[src/hw/rtl/mtdi_pkg.sv]
package mtdi_pkg;

	localparam int FRAC_BITS  = 16;
	localparam int DATA_W     = 32;
	localparam int ACCEL_W    = 31;
	localparam int ADDR_W     = 3;
	localparam int B_W        = DATA_W + 2;
	localparam int RAD_W      = 68;
	localparam int ROOT_W     = RAD_W / 2;
	localparam int REM_W      = ROOT_W + 3;
	localparam int N_W        = ROOT_W + 2;
	localparam int NMAG_W     = ROOT_W;
	localparam int NUM_W      = NMAG_W + FRAC_BITS;
	localparam int FIFO_DEPTH = 4;
	localparam int PTR_W      = $clog2(FIFO_DEPTH);
	localparam int CNT_W      = $clog2(FIFO_DEPTH + 1);

	localparam logic [ACCEL_W-1:0] ACCEL_RESET = ACCEL_W'(1) << FRAC_BITS;
	localparam logic [ADDR_W-3:0]  REG_ACCEL   = '0;

	typedef struct packed {
		logic [RAD_W-1:0]        radp;
		logic [RAD_W-1:0]        radn;
		logic                    okp;
		logic                    okn;
		logic signed [B_W-1:0]   b;
	} job_t;

endpackage

[src/hw/rtl/mtdi_cfg.sv]
module mtdi_cfg
	import mtdi_pkg::*;
(
	input  logic               clk,
	input  logic               arst_n,
	input  logic               psel,
	input  logic               penable,
	input  logic               pwrite,
	input  logic [ADDR_W-1:0]  paddr,
	input  logic [31:0]        pwdata,
	output logic [31:0]        prdata,
	output logic               pready,
	output logic [ACCEL_W-1:0] accel
);

	logic [ACCEL_W-1:0] accel_q;

	assign pready = 1'b1;
	assign accel  = accel_q;

	always_ff @(posedge clk or negedge arst_n) begin
		if (!arst_n) begin
			accel_q <= ACCEL_RESET;
		end else if (psel && penable && pwrite && pready && paddr[ADDR_W-1:2] == REG_ACCEL) begin
			accel_q <= pwdata[ACCEL_W-1:0];
		end
	end

	always_comb begin
		prdata = '0;
		if (paddr[ADDR_W-1:2] == REG_ACCEL) begin
			prdata = 32'(accel_q);
		end
	end

endmodule

[config.mk]
export PLATFORM = sky130hd
export DESIGN_NAME = mtdi_cfg
export DESIGN_NICKNAME = d
export VERILOG_FILES = /design/src/hw/rtl/mtdi_pkg.sv /design/src/hw/rtl/mtdi_cfg.sv
export SDC_FILE = /design/constraint.sdc
export NUM_CORES = 1
export LEC_CHECK = 0
export ABC_CLOCK_PERIOD_IN_PS = 2100
export BUFFER_PORTS_ARGS = -buffer_cell sky130_fd_sc_hd__buf_2
export CAP_MARGIN = 10
export CELL_PAD_IN_SITES_DETAIL_PLACEMENT = 1
export CELL_PAD_IN_SITES_GLOBAL_PLACEMENT = 2
export CORE_MARGIN = 3
export CORE_UTILIZATION = 26
export CTS_CLUSTER_DIAMETER = 50
export DETAILED_ROUTE_END_ITERATION = 10
export HOLD_SLACK_MARGIN = 0.15
export PLACE_DENSITY = 0.9
export SLEW_MARGIN = 20
export SYNTH_ARGS = -nofsm -noshare
export SYNTH_HDL_FRONTEND = slang
export SYNTH_SLANG_ARGS = --single-unit
[constraint.sdc]
create_clock -name clk -period 2.1 [get_ports clk]
set_input_delay 0 -clock clk [delete_from_list [all_inputs] [get_ports clk]]
set_output_delay 0 -clock clk [all_outputs]
set_load 0.01 [all_outputs]
==> results.ini <==
[critical_path]
cp_num_buf_inv=1
cp_max_fo=3
cp_top_family=flip-flops
cp.arrival_ns=1.06
end_kind=output port
critPathMaxStageDelay_ns=0.54
reg2reg_slack_ns=1.32
crit_type=flip-flop to output port
startpoint_type=flip-flop
worstPathCellList=nor2b_1, buf_2
critPathSlowestCell=dfstp_2
cp.required_ns=2.10

[route]
avgViaCountPerCell=4.16
vias=1282
wl_per_cell_um=14.3
drt_iter0_drc=22
drc=0
ant_nets=0
first_pass_iters=4
routed_wl_um=4390

[timing]
fin_crit_sh_pct=50.7
setup_tns_ns=0
maxSlewViolCount=0
period_needed_ns=1.06
finalHoldViolCount=0
finClkSkew_ns=0
finalSetupViolations=0
rsz0062_at_grt=no
max_freq_mhz=939
tightest_slew_ns=0.687
max_slew_margin_pct=54.2

[yosys]
synthesis.nets=144
avgSynthCellArea_sq_um=14.7
synth_area_leaders=dfrtp_1, mux2_4, nor2b_1
ys_seq_elements=31
ys_warn_count=0
syn_inst=104
synth_top_cell_by_area=dfrtp_1
netlist_area_sq_um=1520
seq_area_frac_synth_pct=51.0
netlist.area_leader.share_pct=49.3
ys_types=10

[floorplan]
start_util_pct=27.3
die_w_um=82.6
die_h_um=82.6
core_sq_um=5570
ios=104
rows=27
die_area_sq_um=6820

[power]
power_density_nw_per_um2=812
ir_worst_vdd_mv=0.367
pwr-share-seq_pct=41.8
switching_share_pct=30.3
power_switching_mw=0.605
p_leak_nw=1.35
p_int_mw=1.39
power_mw=2.00
p_clk_share_pct=22.5
p_comb_share_pct=35.7

[final_layout]
largest_reg_flops=31
areaGrowthSynthToFinish_pct=61.4
final_common_cell=buf_2
final_cell_mix=buf_2, dlygate4sd3_1, nor2b_1
nNetsFinal=275
drive_above_1_share_pct=58.5
fillCellCount=635
diodes=0

[global_routing]
grt_first_pass_wirelength_um=6670
grt.overflow.total=0
grt_pass1_vias=1387
antenna_found_initial=0
grt_max_degree=32
track_usage_pct=13.2

[clock_tree]
cts.sink_count=31
cts_tree=done
clock-root-buffer=clkbuf_8
cts_buffers=5
clock_path_buffers=2
path_clk_slew_ns=0.06
insertion_delay_ns=0.27
h-tree-depth=2

[outcome]
status=finished, final reports clean

[worst_hold_path]
hp-class=input port to flip-flop

[placed_design]
gp_congestion=0.627
dp_hpwl_um=2830
numPortBuffers=98

[flow_run]
drv_cap=0

area by class of cell:
cell class,instances,area [sq um],share of cell area (%)
Timing Repair Buffer,132,826,33.6
Tap cell,72,90.1,3.66
Sequential cell,31,777,31.6
Multi-Input combinational cell,65,687,27.9
Clock buffer,8,80.1,3.26
per-layer routing:
layer	GRT usage, %	share of wire, %	up-vias	wire [um]
met1	15.2	40	611	1750
li1	-	-	597	-
met3	3.80	9.4	5	412
met5	0	0	-	0
met2	23.7	50	69	2190
met4	3.43	0.91	0	40
synth_stat cells:
| master | n |
|---|---|
| buf_4 | 2 |
| buf_6 | 3 |
| clkbuf_1 | 3 |
| conb_1 | 2 |
| dfrtp_1 | 30 |
| dfstp_2 | 1 |
| mux2_2 | 1 |
| mux2_4 | 30 |
| nand4b_4 | 1 |
| nor2b_1 | 31 |
power by group through the flow:
stage / registers [mW] / logic, mW / clock network, mW
floorplan: 0.889 / 0.325 / 0
global placement: 0.836 / 0.658 / 0
detailed placement: 0.840 / 0.671 / 0
CTS: 0.835 / 0.718 / 0.462
global route: 0.857 / 0.778 / 0.498
finish: 0.834 / 0.713 / 0.449
per-stage QoR:
step           worst slack [ns]  util, %  instance area, sq um  hold WS, ns  cells
6_report                   1.04     44.1                  2460        0.285    308
5_1_grt                   0.985     44.1                  2460        0.298    308
4_1_cts                    1.01     44.1                  2460        0.289    308
3_5_place_dp              0.789     36.9                  2060       0.0978    268
3_3_place_gp              0.804     36.9                  2060       0.0985    268
2_1_floorplan              1.32        -                  1520       -0.296    104
cell families (layout without fill, tap and decap cells):
group / after synthesis / in the layout / share of synthesized area (%)
buffers and inverters: 8 / 140 / 3.94
flip-flops: 31 / 31 / 51.0
multiplexers: 31 / 31 / 30.3
other: 2 / 2 / 0.493
AND/OR/NAND/NOR: 32 / 32 / 14.3
path summary, 6_finish.rpt:
kind | depth (start not counted) | startpoint | endpoint
worst max-delay path | 2 | accel[16] | prdata[16]
worst min-delay path | 3 | pwrite | accel[12]
worst max register to register | 1 | accel[29] | accel[29]
worst min register to register | 1 | accel[15] | accel[15]
max in group asynchronous | 2 | arst_n | accel[0]
min in group asynchronous | 2 | arst_n | accel[25]
what timing repair did:
action	in CTS	in global routing
hold buffers	32	0
setup endpoints to repair	0	0
buffers inserted	0	0
gates resized for setup	0	0
endpoints found under the hold margin	61	0
(Power assumes the default switching activity.)
