--- src/hw/rtl/mtdi_pkg.sv ---
package mtdi_pkg;

	localparam int FRAC_BITS  = 16;
	localparam int DATA_W     = 32;
	localparam int ACCEL_W    = 31;
	localparam int ADDR_W     = 3;
	localparam int B_W        = DATA_W + 2;
	localparam int RAD_W      = 68;
	localparam int ROOT_W     = RAD_W / 2;
	localparam int REM_W      = ROOT_W + 3;
	localparam int N_W        = ROOT_W + 2;
	localparam int NMAG_W     = ROOT_W;
	localparam int NUM_W      = NMAG_W + FRAC_BITS;
	localparam int FIFO_DEPTH = 4;
	localparam int PTR_W      = $clog2(FIFO_DEPTH);
	localparam int CNT_W      = $clog2(FIFO_DEPTH + 1);

	localparam logic [ACCEL_W-1:0] ACCEL_RESET = ACCEL_W'(1) << FRAC_BITS;
	localparam logic [ADDR_W-3:0]  REG_ACCEL   = '0;

	typedef struct packed {
		logic [RAD_W-1:0]        radp;
		logic [RAD_W-1:0]        radn;
		logic                    okp;
		logic                    okn;
		logic signed [B_W-1:0]   b;
	} job_t;

endpackage

--- src/hw/rtl/mtdi_fifo.sv ---
module mtdi_fifo
	import mtdi_pkg::*;
(
	input  logic clk,
	input  logic arst_n,
	input  logic push,
	input  job_t push_data,
	output logic full,
	input  logic pop,
	output logic nonempty,
	output job_t pop_data
);

	job_t             mem_q [FIFO_DEPTH];
	logic [PTR_W-1:0] wr_q, rd_q;
	logic [CNT_W-1:0] cnt_q;

	assign full     = cnt_q == CNT_W'(FIFO_DEPTH);
	assign nonempty = cnt_q != '0;
	assign pop_data = mem_q[rd_q];

	always_ff @(posedge clk or negedge arst_n) begin
		if (!arst_n) begin
			wr_q  <= '0;
			rd_q  <= '0;
			cnt_q <= '0;
		end else begin
			if (push) wr_q <= wr_q + 1'b1;
			if (pop)  rd_q <= rd_q + 1'b1;
			cnt_q <= cnt_q + CNT_W'(push) - CNT_W'(pop);
		end
	end

	always_ff @(posedge clk) begin
		if (push) mem_q[wr_q] <= push_data;
	end

endmodule

--- config.mk ---
export PLATFORM = sky130hd
export DESIGN_NAME = mtdi_fifo
export DESIGN_NICKNAME = d
export VERILOG_FILES = /design/src/hw/rtl/mtdi_pkg.sv /design/src/hw/rtl/mtdi_fifo.sv
export SDC_FILE = /design/constraint.sdc
export NUM_CORES = 1
export LEC_CHECK = 0
export BUFFER_PORTS_ARGS = -buffer_cell sky130_fd_sc_hd__buf_2
export CORE_ASPECT_RATIO = 0.8
export CORE_MARGIN = 2
export CORE_UTILIZATION = 40
export CTS_CLUSTER_DIAMETER = 150
export DETAILED_ROUTE_END_ITERATION = 12
export PLACE_DENSITY = 0.6
export SETUP_SLACK_MARGIN = 0.5
export SYNTH_ARGS = -nofsm -noshare
export SYNTH_HDL_FRONTEND = slang
export SYNTH_SLANG_ARGS = --single-unit
--- constraint.sdc ---
create_clock -name clk -period 5.9 [get_ports clk]
set_input_delay 0.885 -clock clk [delete_from_list [all_inputs] [get_ports clk]]
set_output_delay 0.885 -clock clk [all_outputs]
set_load 0.01 [all_outputs]
==> metrics.txt, run 1 <==
setup TNS 0 ns; clk root buf clkbuf_16; Mapped Cells 933; DR DRC count 0; Worst Tran Pin Value 0.848 ns; Req. time, crit path 5.02 ns; critical register-to-register path startpoint wr_q[0]; num ports 350; Final period util 63.0%; max_cap viols 0; grt ovf 0; Final Core Density 48.2%; most common cell after layout, fill and taps aside edfxtp_1; Fill cells 5124; Final Slew Violations 0; Finished Layout Cells 2234; relative max-transition margin 43.4%; clock sink total 695; Lkg Pwr 10.2 nW; antenna violations before repair 15; RSZ-0062 raised after global routing false; core area 62700 um^2; Clk Latency, worst-skew pair 0.59 ns; fmax 269 MHz; status finished, final reports clean; Worst Reg-to-Reg Cells 4; Pwr Density 503 nW/um^2; kind of critical path reg2out; # Post-CTS Setup Buffers 0; GRT Overall Usage 14.9%; crit path capture type primary output; critical path arrival 2.83 ns; CTS Buf Count 71; Yosys warning count 0; Final min period 3.72 ns; layout cells sized above 1 46.1%; die height 229 um; register bit total from synthesis 695; final hold slack 0.117 ns; final hold vios 0; H-Tree Depth 3; hold-fix buffer count after cts 0; DR vias 11100; cts repair resizes 0; fin nets 1516; pre-CTS setup slack 2.71 ns; crit path launch type flip-flop; register area share after synthesis 82.2%; drt total wl 48300 um; reg2reg end mem_q[2][37]; clock buffer depth 3; vias per cell 4.96; area occupied by multi-input gates 4070 um^2; IO Port Bufs 349; Die Area 65400 um^2; Reg clk slew, reported paths 0.06 ns; post-DP HPWL 29200 um; flop-to-flop setup slack 3.47 ns; drt initial violations 582; clk_skew 0.0335 ns; most frequent cells in the layout 688 x edfxtp_1, 349 x buf_2, 172 x mux4_2; worst-path maximum fanout 55; min setup slack post-route 2.18 ns; WL/cell 21.6 um; antenna-violating nets left 0; vias in the first global route 11900; GPL Wtd Cong 0.713; Rows 82; synthesized area per cell 27.2 um^2; die width 285 um; final setup vio count 0; number of distinct library cells after synthesis 19; sequential cell area 20800 um^2; Initial Util 40.4%; CTS tree yes; worst hold-check path type in2async; Cells after DPL 2100; first-pass GRT wire length 73500 um; maximum VDD drop 0.292 mV; Post-Syn Nets 1116; largest net degree at the start of global routing 86; area grow syn2layout 19.1%; TritonRoute pass-1 iters 4; Synth Cell Area 25400 um^2
==> cell families (layout without fill, tap and decap cells) <==
group	after synthesis	in the layout	share of synthesized area [%]
compound gates	1	1	0.0197
xor+xnor	5	5	0.173
fa+ha+maj	7	7	0.375
buf+inv	45	497	1.80
flops	695	695	82.2
mux	172	172	15.3
other cells	0	9	0
simple gates	8	8	0.178
==> per-layer routing <==
| layer | wire length, um | track usage, % | part of all wire [%] |
|---|---|---|---|
| met4 | 1150 | 4.47 | 2.4 |
| met2 | 22400 | 22.7 | 46 |
| met5 | 95 | 0 | 0.20 |
| met1 | 20300 | 19.8 | 42 |
| met3 | 4400 | 6.02 | 9.1 |
==> flip-flops by register name, indices dropped and copies added, names as in the netlist <==
name,count
cnt_q,3
mem_q,688
rd_q,2
wr_q,2
==> synthesized netlist by cell type <==
cell type | count | share of area (%)
fa_1 | 1 | 0.079
or3_1 | 1 | 0.025
buf_12 | 11 | 0.87
clkbuf_1 | 2 | 0.030
dfrtp_1 | 7 | 0.69
buf_6 | 2 | 0.089
buf_2 | 17 | 0.34
ha_1 | 6 | 0.30
xor2_1 | 2 | 0.069
and2_1 | 4 | 0.099
nand2_1 | 2 | 0.030
and3_1 | 1 | 0.025
xnor2_1 | 3 | 0.10
buf_8 | 6 | 0.36
mux4_2 | 172 | 15
o21ai_0 | 1 | 0.020
buf_4 | 1 | 0.030
inv_1 | 6 | 0.089
edfxtp_1 | 688 | 81
==> report_power, final <==
group	switching [mW]	internal [mW]	leakage, nW
registers	0.325	6.45	6.40
clock network	1.77	2.49	1.06
logic	2.24	1.91	2.71
==> metrics by stage <==
step | area [um^2] | total power [mW]
global route | 30200 | 16.0
detailed placement | 28000 | 11.2
global placement | 28000 | 11.1
finish | 30200 | 15.2
CTS | 30200 | 15.5
floorplan | 25400 | 9.81
==> worst max-delay path: stages, from the launching register on <==
cell and delay (ns):
dfrtp_4 0.93, buf_12 0.42, mux4_2 0.60, buf_2 0.16
==> layout make-up <==
type	count	area share, %
Sequential cell	695	69.0
Multi-Input combinational cell	193	13.5
Timing Repair Buffer	366	6.54
Clock buffer	92	6.15
Tap cell	840	3.48
Clock inverter	33	1.16
Inverter	6	0.0746
Antenna cell	9	0.0746
==> how the worst max path moves through the flow <==
stage / from / endpoint / slack [ns] / cells past startpoint
6_report: rd_q[0] / pop_data[92] / 2.18 / 3
5_1_grt: rd_q[0] / pop_data[92] / 1.93 / 3
4_1_cts: rd_q[0] / pop_data[92] / 2.03 / 3
3_5_place_dp: rd_q[0] / pop_data[92] / 2.71 / 3
3_3_place_gp: rd_q[0] / pop_data[35] / 2.69 / 3
2_1_floorplan: push / mem_q[0][0] / 0.55 / 1
(Power assumes the default switching activity.)
==> run 2: changes to the inputs <==
- ABC_AREA: unset -> 1
- PLACE_DENSITY: 0.6 -> 0.62
- clock period: 5.9 -> 3.06 ns (I/O delays scaled with it)
==> run 2 against run 1 <==
  * Critical path depth up 2
  * Worst setup slack worse by 1.7 ns
  * Sequential share of layout area down 12 points
  * Core utilization up 2.2 points
  * Critical endpoint is now pop_data[69]
  * Largest cell class unchanged
==> metrics.txt, run 2 <==
most common cell after layout, fill and taps aside nand2_1; kind of critical path reg2out; core area 72200 um^2; Yosys top cell by area edfxtp_1; maximum VDD drop 0.570 mV; WL/cell 17.4 um; H-Tree Depth 3; EDFF count, synth 688; max_cap viols 0; die width 306 um; crit path buf inv count 3; number of distinct library cells after synthesis 16; drt initial violations 1307; internal power 23.4 mW; GPL Wtd Cong 0.757; Clk Latency, worst-skew pair 0.61 ns; post-synth top area share 70.7%; Rows 88; final hold slack 0.0583 ns; Lkg Pwr 16.7 nW; clk_skew 0.0254 ns; switching power 13.4 mW; Yosys warning count 0; share of power burned in combinational logic 41.0%; master of the slowest instance on the critical path dfrtp_4; RSZ-0062 raised after global routing true; fin nets 3319; synthesized area per cell 10.7 um^2; Pwr Density 1010 nW/um^2; Final Slew Violations 0; GRT Overall Usage 17.5%; DR vias 19100; Cell Area, Placed 32100 um^2; Post-Syn Nets 2925; post-DP HPWL 35900 um; status finished, final reports clean; Fill cells 6225; Top FF cell, synth edfxtp_1; CTS tree yes; Switching Fraction 36.4%; clock power share 24.2%; critical-path cell list clkinv_8, buf_16, nand3_1, nand2_1, buf_2; flop-to-flop setup slack 1.23 ns; register area share after synthesis 71.3%; max reg flops 688; vias per cell 4.60; CTS Buf Count 73; most common cell in the synthesized netlist nand2_1; die height 246 um; critical path arrival 2.10 ns; Final period util 83.7%; Regs by FF count mem_q: 688 flops, cnt_q: 3 flops; Die Area 75300 um^2; relative max-transition margin 50.5%; Cells after DPL 3951; worst hold-check path type in2reg; post-synthesis async set-or-reset flop share 1.01%; most frequent cells in the layout 793 x nand2_1, 695 x inv_1, 688 x edfxtp_1; fmax 390 MHz; register bit total from synthesis 695; IO Port Bufs 349; setup TNS 0 ns; Initial Util 40.5%; first-pass GRT wire length 101000 um; Final Cell Area 36400 um^2; top cells by count, synth 871 x nand2_1, 701 x inv_1, 688 x edfxtp_1; Mapped Cells 2742; vias in the first global route 17700; num ports 350; largest delay contributor family on the critical path buffers and inverters; Req. time, crit path 2.60 ns; final setup vio count 0; Worst Tran Pin Value 0.742 ns; DR DRC count 0; clk root buf clkbuf_16; TritonRoute pass-1 iters 5; ranking of synthesized cells by area edfxtp_1 71%, nand2_1 11%, inv_1 9.0%; CP peak stage delay 0.55 ns; largest register by flop count mem_q; Final Core Density 50.4%; layout cells sized above 1 20.7%; crit path launch type flip-flop; antenna violations before repair 16; area grow syn2layout 24.5%; Finished Layout Cells 4145; Synth Cell Area 29200 um^2; worst-path maximum fanout 43; sequential share of power 34.8%; clock sink total 695; largest net degree at the start of global routing 97; crit path capture type primary output; clock buffer depth 3; Final min period 2.56 ns; antenna-violating nets left 0; final hold vios 0; drt total wl 72200 um; grt ovf 0; Reg clk slew, reported paths 0.06 ns
[run 2: cell types whose count changed after synthesis, moves of 4 or more]
cell      change
nand2_1     +869
and2_1        -4
inv_1       +695
buf_8         -6
buf_12       -11
buf_6        +11
buf_1        +10
buf_2        +38
mux4_2      -172
clkbuf_1     +30
buf_4         +5
nand3_1     +346
[run 2: power by group through the flow]
| stage | clock, mW | combinational (mW) | sequential, mW |
|---|---|---|---|
| final | 8.92 | 15.1 | 12.8 |
| after detailed placement | 0 | 11.8 | 13.0 |
| after global routing | 9.48 | 16.4 | 13.0 |
| after global placement | 0 | 11.8 | 13.0 |
| after CTS | 9.12 | 12.8 | 12.8 |
| after floorplan | 0 | 7.29 | 13.1 |
[run 2: layout make-up]
class / count / area (um^2) / area share [%]
sequential: 695 / 20800 / 57.3
multi-input combinational: 1229 / 5540 / 15.2
timing repair buffer: 432 / 3650 / 10.0
inverter: 702 / 2690 / 7.39
clock buffer: 86 / 1920 / 5.27
tap: 945 / 1180 / 3.25
clock inverter: 46 / 504 / 1.39
timing repair inverter: 3 / 47.5 / 0.131
antenna: 7 / 17.5 / 0.0481
[run 2: per-layer routing]
layer	GRT usage, %	vias to the layer above	share of wire [%]
met3	4.48	120	7.2
li1	-	9375	-
met5	0	-	0.19
met4	4.64	22	2.0
met1	23.2	9003	44
met2	28.9	555	47
[run 2: timing repair]
action                                  4_1_cts  5_1_grt
pin swaps                                     0       71
cloned                                        9       31
endpoints found under the hold margin         7        0
gates resized for setup                      25      184
setup buffers                                 4       10
hold buffers                                  1        0
endpoints found under the setup margin      172      158
[run 2: logic make-up (layout without fill, tap and decap cells)]
| logic type | Yosys count | in the layout | share of synthesized area [%] |
|---|---|---|---|
| AND/OR/NAND/NOR | 1218 | 1218 | 17.1 |
| buffers and inverters | 818 | 1269 | 11.2 |
| flip-flops | 695 | 695 | 71.3 |
| adder cells (fa/ha/maj) | 7 | 7 | 0.325 |
| XOR/XNOR | 3 | 3 | 0.0899 |
| AO/OA/AOI/OAI | 1 | 1 | 0.0171 |
| other | 0 | 7 | 0 |
[run 2: final timing paths]
path,to,cells after the start,start
max reg2reg,mem_q[2][100],5,wr_q[0]
max,pop_data[69],5,rd_q[1]
min in group asynchronous,cnt_q[2],2,arst_n
max in group asynchronous,rd_q[1],2,arst_n
min reg2reg,cnt_q[2],2,cnt_q[1]
min,mem_q[1][72],1,push_data[72]
[run 2: per-stage QoR]
stage	worst slack (ns)	total power, mW
2_1_floorplan	-0.577	20.4
5_1_grt	0.400	38.9
3_5_place_dp	0.850	24.9
3_3_place_gp	0.845	24.8
4_1_cts	0.437	34.7
6_report	0.498	36.8
==> run 3: changes to the inputs <==
- PLACE_DENSITY: 0.62 -> 0.59
- clock period: 3.06 -> 2.68 ns (I/O delays scaled with it)
==> run 3 against run 2 <==
  * Power rose by 23%
  * Final cell count rose by 5.3%
  * Flip-flop and latch count did not move
  * Clock power rose by 8.9%
  * Wire length rose by 15%
  * Global-route usage rose by 1.6 points
  * Worst setup slack got worse by 0.29 ns
  * Die area did not move
  * Core utilization rose by 4.7 points
  * Combinational power rose by 39%
  * Via count rose by 6.0%
==> metrics.txt, run 3 (synthesis gave the netlist of run 2 again) <==
status finished, final reports clean; most common cell after layout, fill and taps aside nand2_1; CTS Buf Count 71; num ports 350; GPL Wtd Cong 0.742; Final Cell Area 39800 um^2; vias per cell 4.63; Req. time, crit path 2.28 ns; Final Slew Violations 0; TritonRoute pass-1 iters 5; max_cap viols 0; Reg clk slew, reported paths 0.06 ns; Pwr Density 1140 nW/um^2; Die Area 75300 um^2; drt total wl 83300 um; DR vias 20200; sequential cell area 20800 um^2; Final Core Density 55.1%; largest net degree at the start of global routing 92; RSZ-0062 raised after global routing true; layout cells sized above 1 23.6%; total power 45.4 mW; first-pass GRT wire length 110000 um; worst hold-check path type in2reg; DR DRC count 0; Cell Area, Placed 32400 um^2; area grow syn2layout 36.1%; Initial Util 40.5%; critical path arrival 2.07 ns; worst-path maximum fanout 8; Regs by FF count mem_q: 688 flops, cnt_q: 3 flops; maximum VDD drop 0.998 mV; clk_skew 0.0221 ns; GRT Overall Usage 19.2%; largest register by flop count mem_q; grt ovf 0; Worst Tran Pin Value 0.655 ns; relative max-transition margin 56.3%; post-DP HPWL 38100 um; drt initial violations 1590; antenna violations before repair 13; Lkg Pwr 18.3 nW; fin nets 3544; IO Port Bufs 349; fmax 405 MHz; die height 246 um; max reg flops 688; Clk Latency, worst-skew pair 0.61 ns; final setup vio count 0; clock sink total 695; crit path capture type primary output; antenna-violating nets left 0; clk root buf clkbuf_16; Fill cells 5969; Final min period 2.47 ns; kind of critical path reg2out; die width 306 um; Final period util 92.2%; final hold vios 0; Rows 88; WL/cell 19.1 um; clock buffer depth 3; core area 72200 um^2; most frequent cells in the layout 756 x nand2_1, 694 x inv_1, 688 x edfxtp_1; crit path launch type flip-flop; CTS tree yes; vias in the first global route 18900; area occupied by multi-input gates 6070 um^2; H-Tree Depth 3
run 3: changes by cell type in the layout (fill, tap and decap cells not counted), moves of 6 or more:
cell           delta
buf_12           +20
buf_16           +14
buf_4            +15
clkbuf_16        +20
clkinv_1          +6
clkinv_2          -6
dlygate4sd3_1   +158
nand2_1          -37
nand2_2           +6
nand2_4          +31
nand3_1          -56
nand3_2          +56
run 3: power breakdown:
group | internal (mW) | switching, mW | leakage, nW
Clock | 5.58 | 4.13 | 1.10
Sequential | 14.2 | 0.464 | 6.40
Combinational | 8.68 | 12.4 | 10.8
run 3: critical path: stages (launching register included):
cell and delay (ns):
dfrtp_4 0.51, buf_12 0.18, clkinv_16 0.08, buf_16 0.18, clkbuf_16 0.17, nand2_1 0.05
nand3_1 0.06, nand2_1 0.08, buf_6 0.14
run 3: path summary, 6_finish.rpt:
| path | slack, ns | startpoint | depth (start not counted) | end |
|---|---|---|---|---|
| worst max register to register | 0.77 | wr_q[0] | 5 | mem_q[3][64] |
| min in group asynchronous | 0.18 | arst_n | 2 | wr_q[1] |
| max in group asynchronous | 2.29 | arst_n | 2 | rd_q[1] |
| worst min register to register | 0.52 | cnt_q[1] | 2 | cnt_q[2] |
| worst min-delay path | 0.04 | push_data[14] | 1 | mem_q[1][14] |
| worst max-delay path | 0.21 | rd_q[0] | 8 | pop_data[51] |
run 3: what timing repair did:
| action | in CTS | in global routing |
|---|---|---|
| buffers inserted | 17 | 4 |
| endpoints found under the hold margin | 625 | 2 |
| resized for setup | 61 | 318 |
| cloned | 25 | 50 |
| hold buffers | 158 | 1 |
| pin swaps | 1 | 80 |
| endpoints found under the setup margin | 172 | 172 |
run 3: stage by stage:
stage	TNS, ns	hold WS [ns]	instances	worst slack, ns
after floorplan	-647.33	0.106	2742	-0.955
after global placement	0	0.275	3978	0.584
after detailed placement	0	0.275	3978	0.597
after CTS	0	0.000511	4304	0.177
after global routing	0	0.00633	4363	0.109
final	0	0.0390	4364	0.210
run 3: final cells by class:
class	instances	area share, %
flip-flops and latches	695	52.4
well taps	945	2.97
inverters	702	6.77
clock inverters	36	0.868
clock buffers	90	4.83
diodes	5	0.0315
repair inverters	4	0.189
repair buffers	658	16.7
multi-input cells	1229	15.2
run 3: metal layers:
metal | GRT usage [%] | share of wire, % | up-vias
li1 | - | - | 9835
met1 | 25.7 | 44 | 9596
met2 | 31.5 | 47 | 648
met3 | 4.46 | 6.7 | 129
met4 | 5.15 | 2.1 | 12
met5 | 0 | 0.096 | -
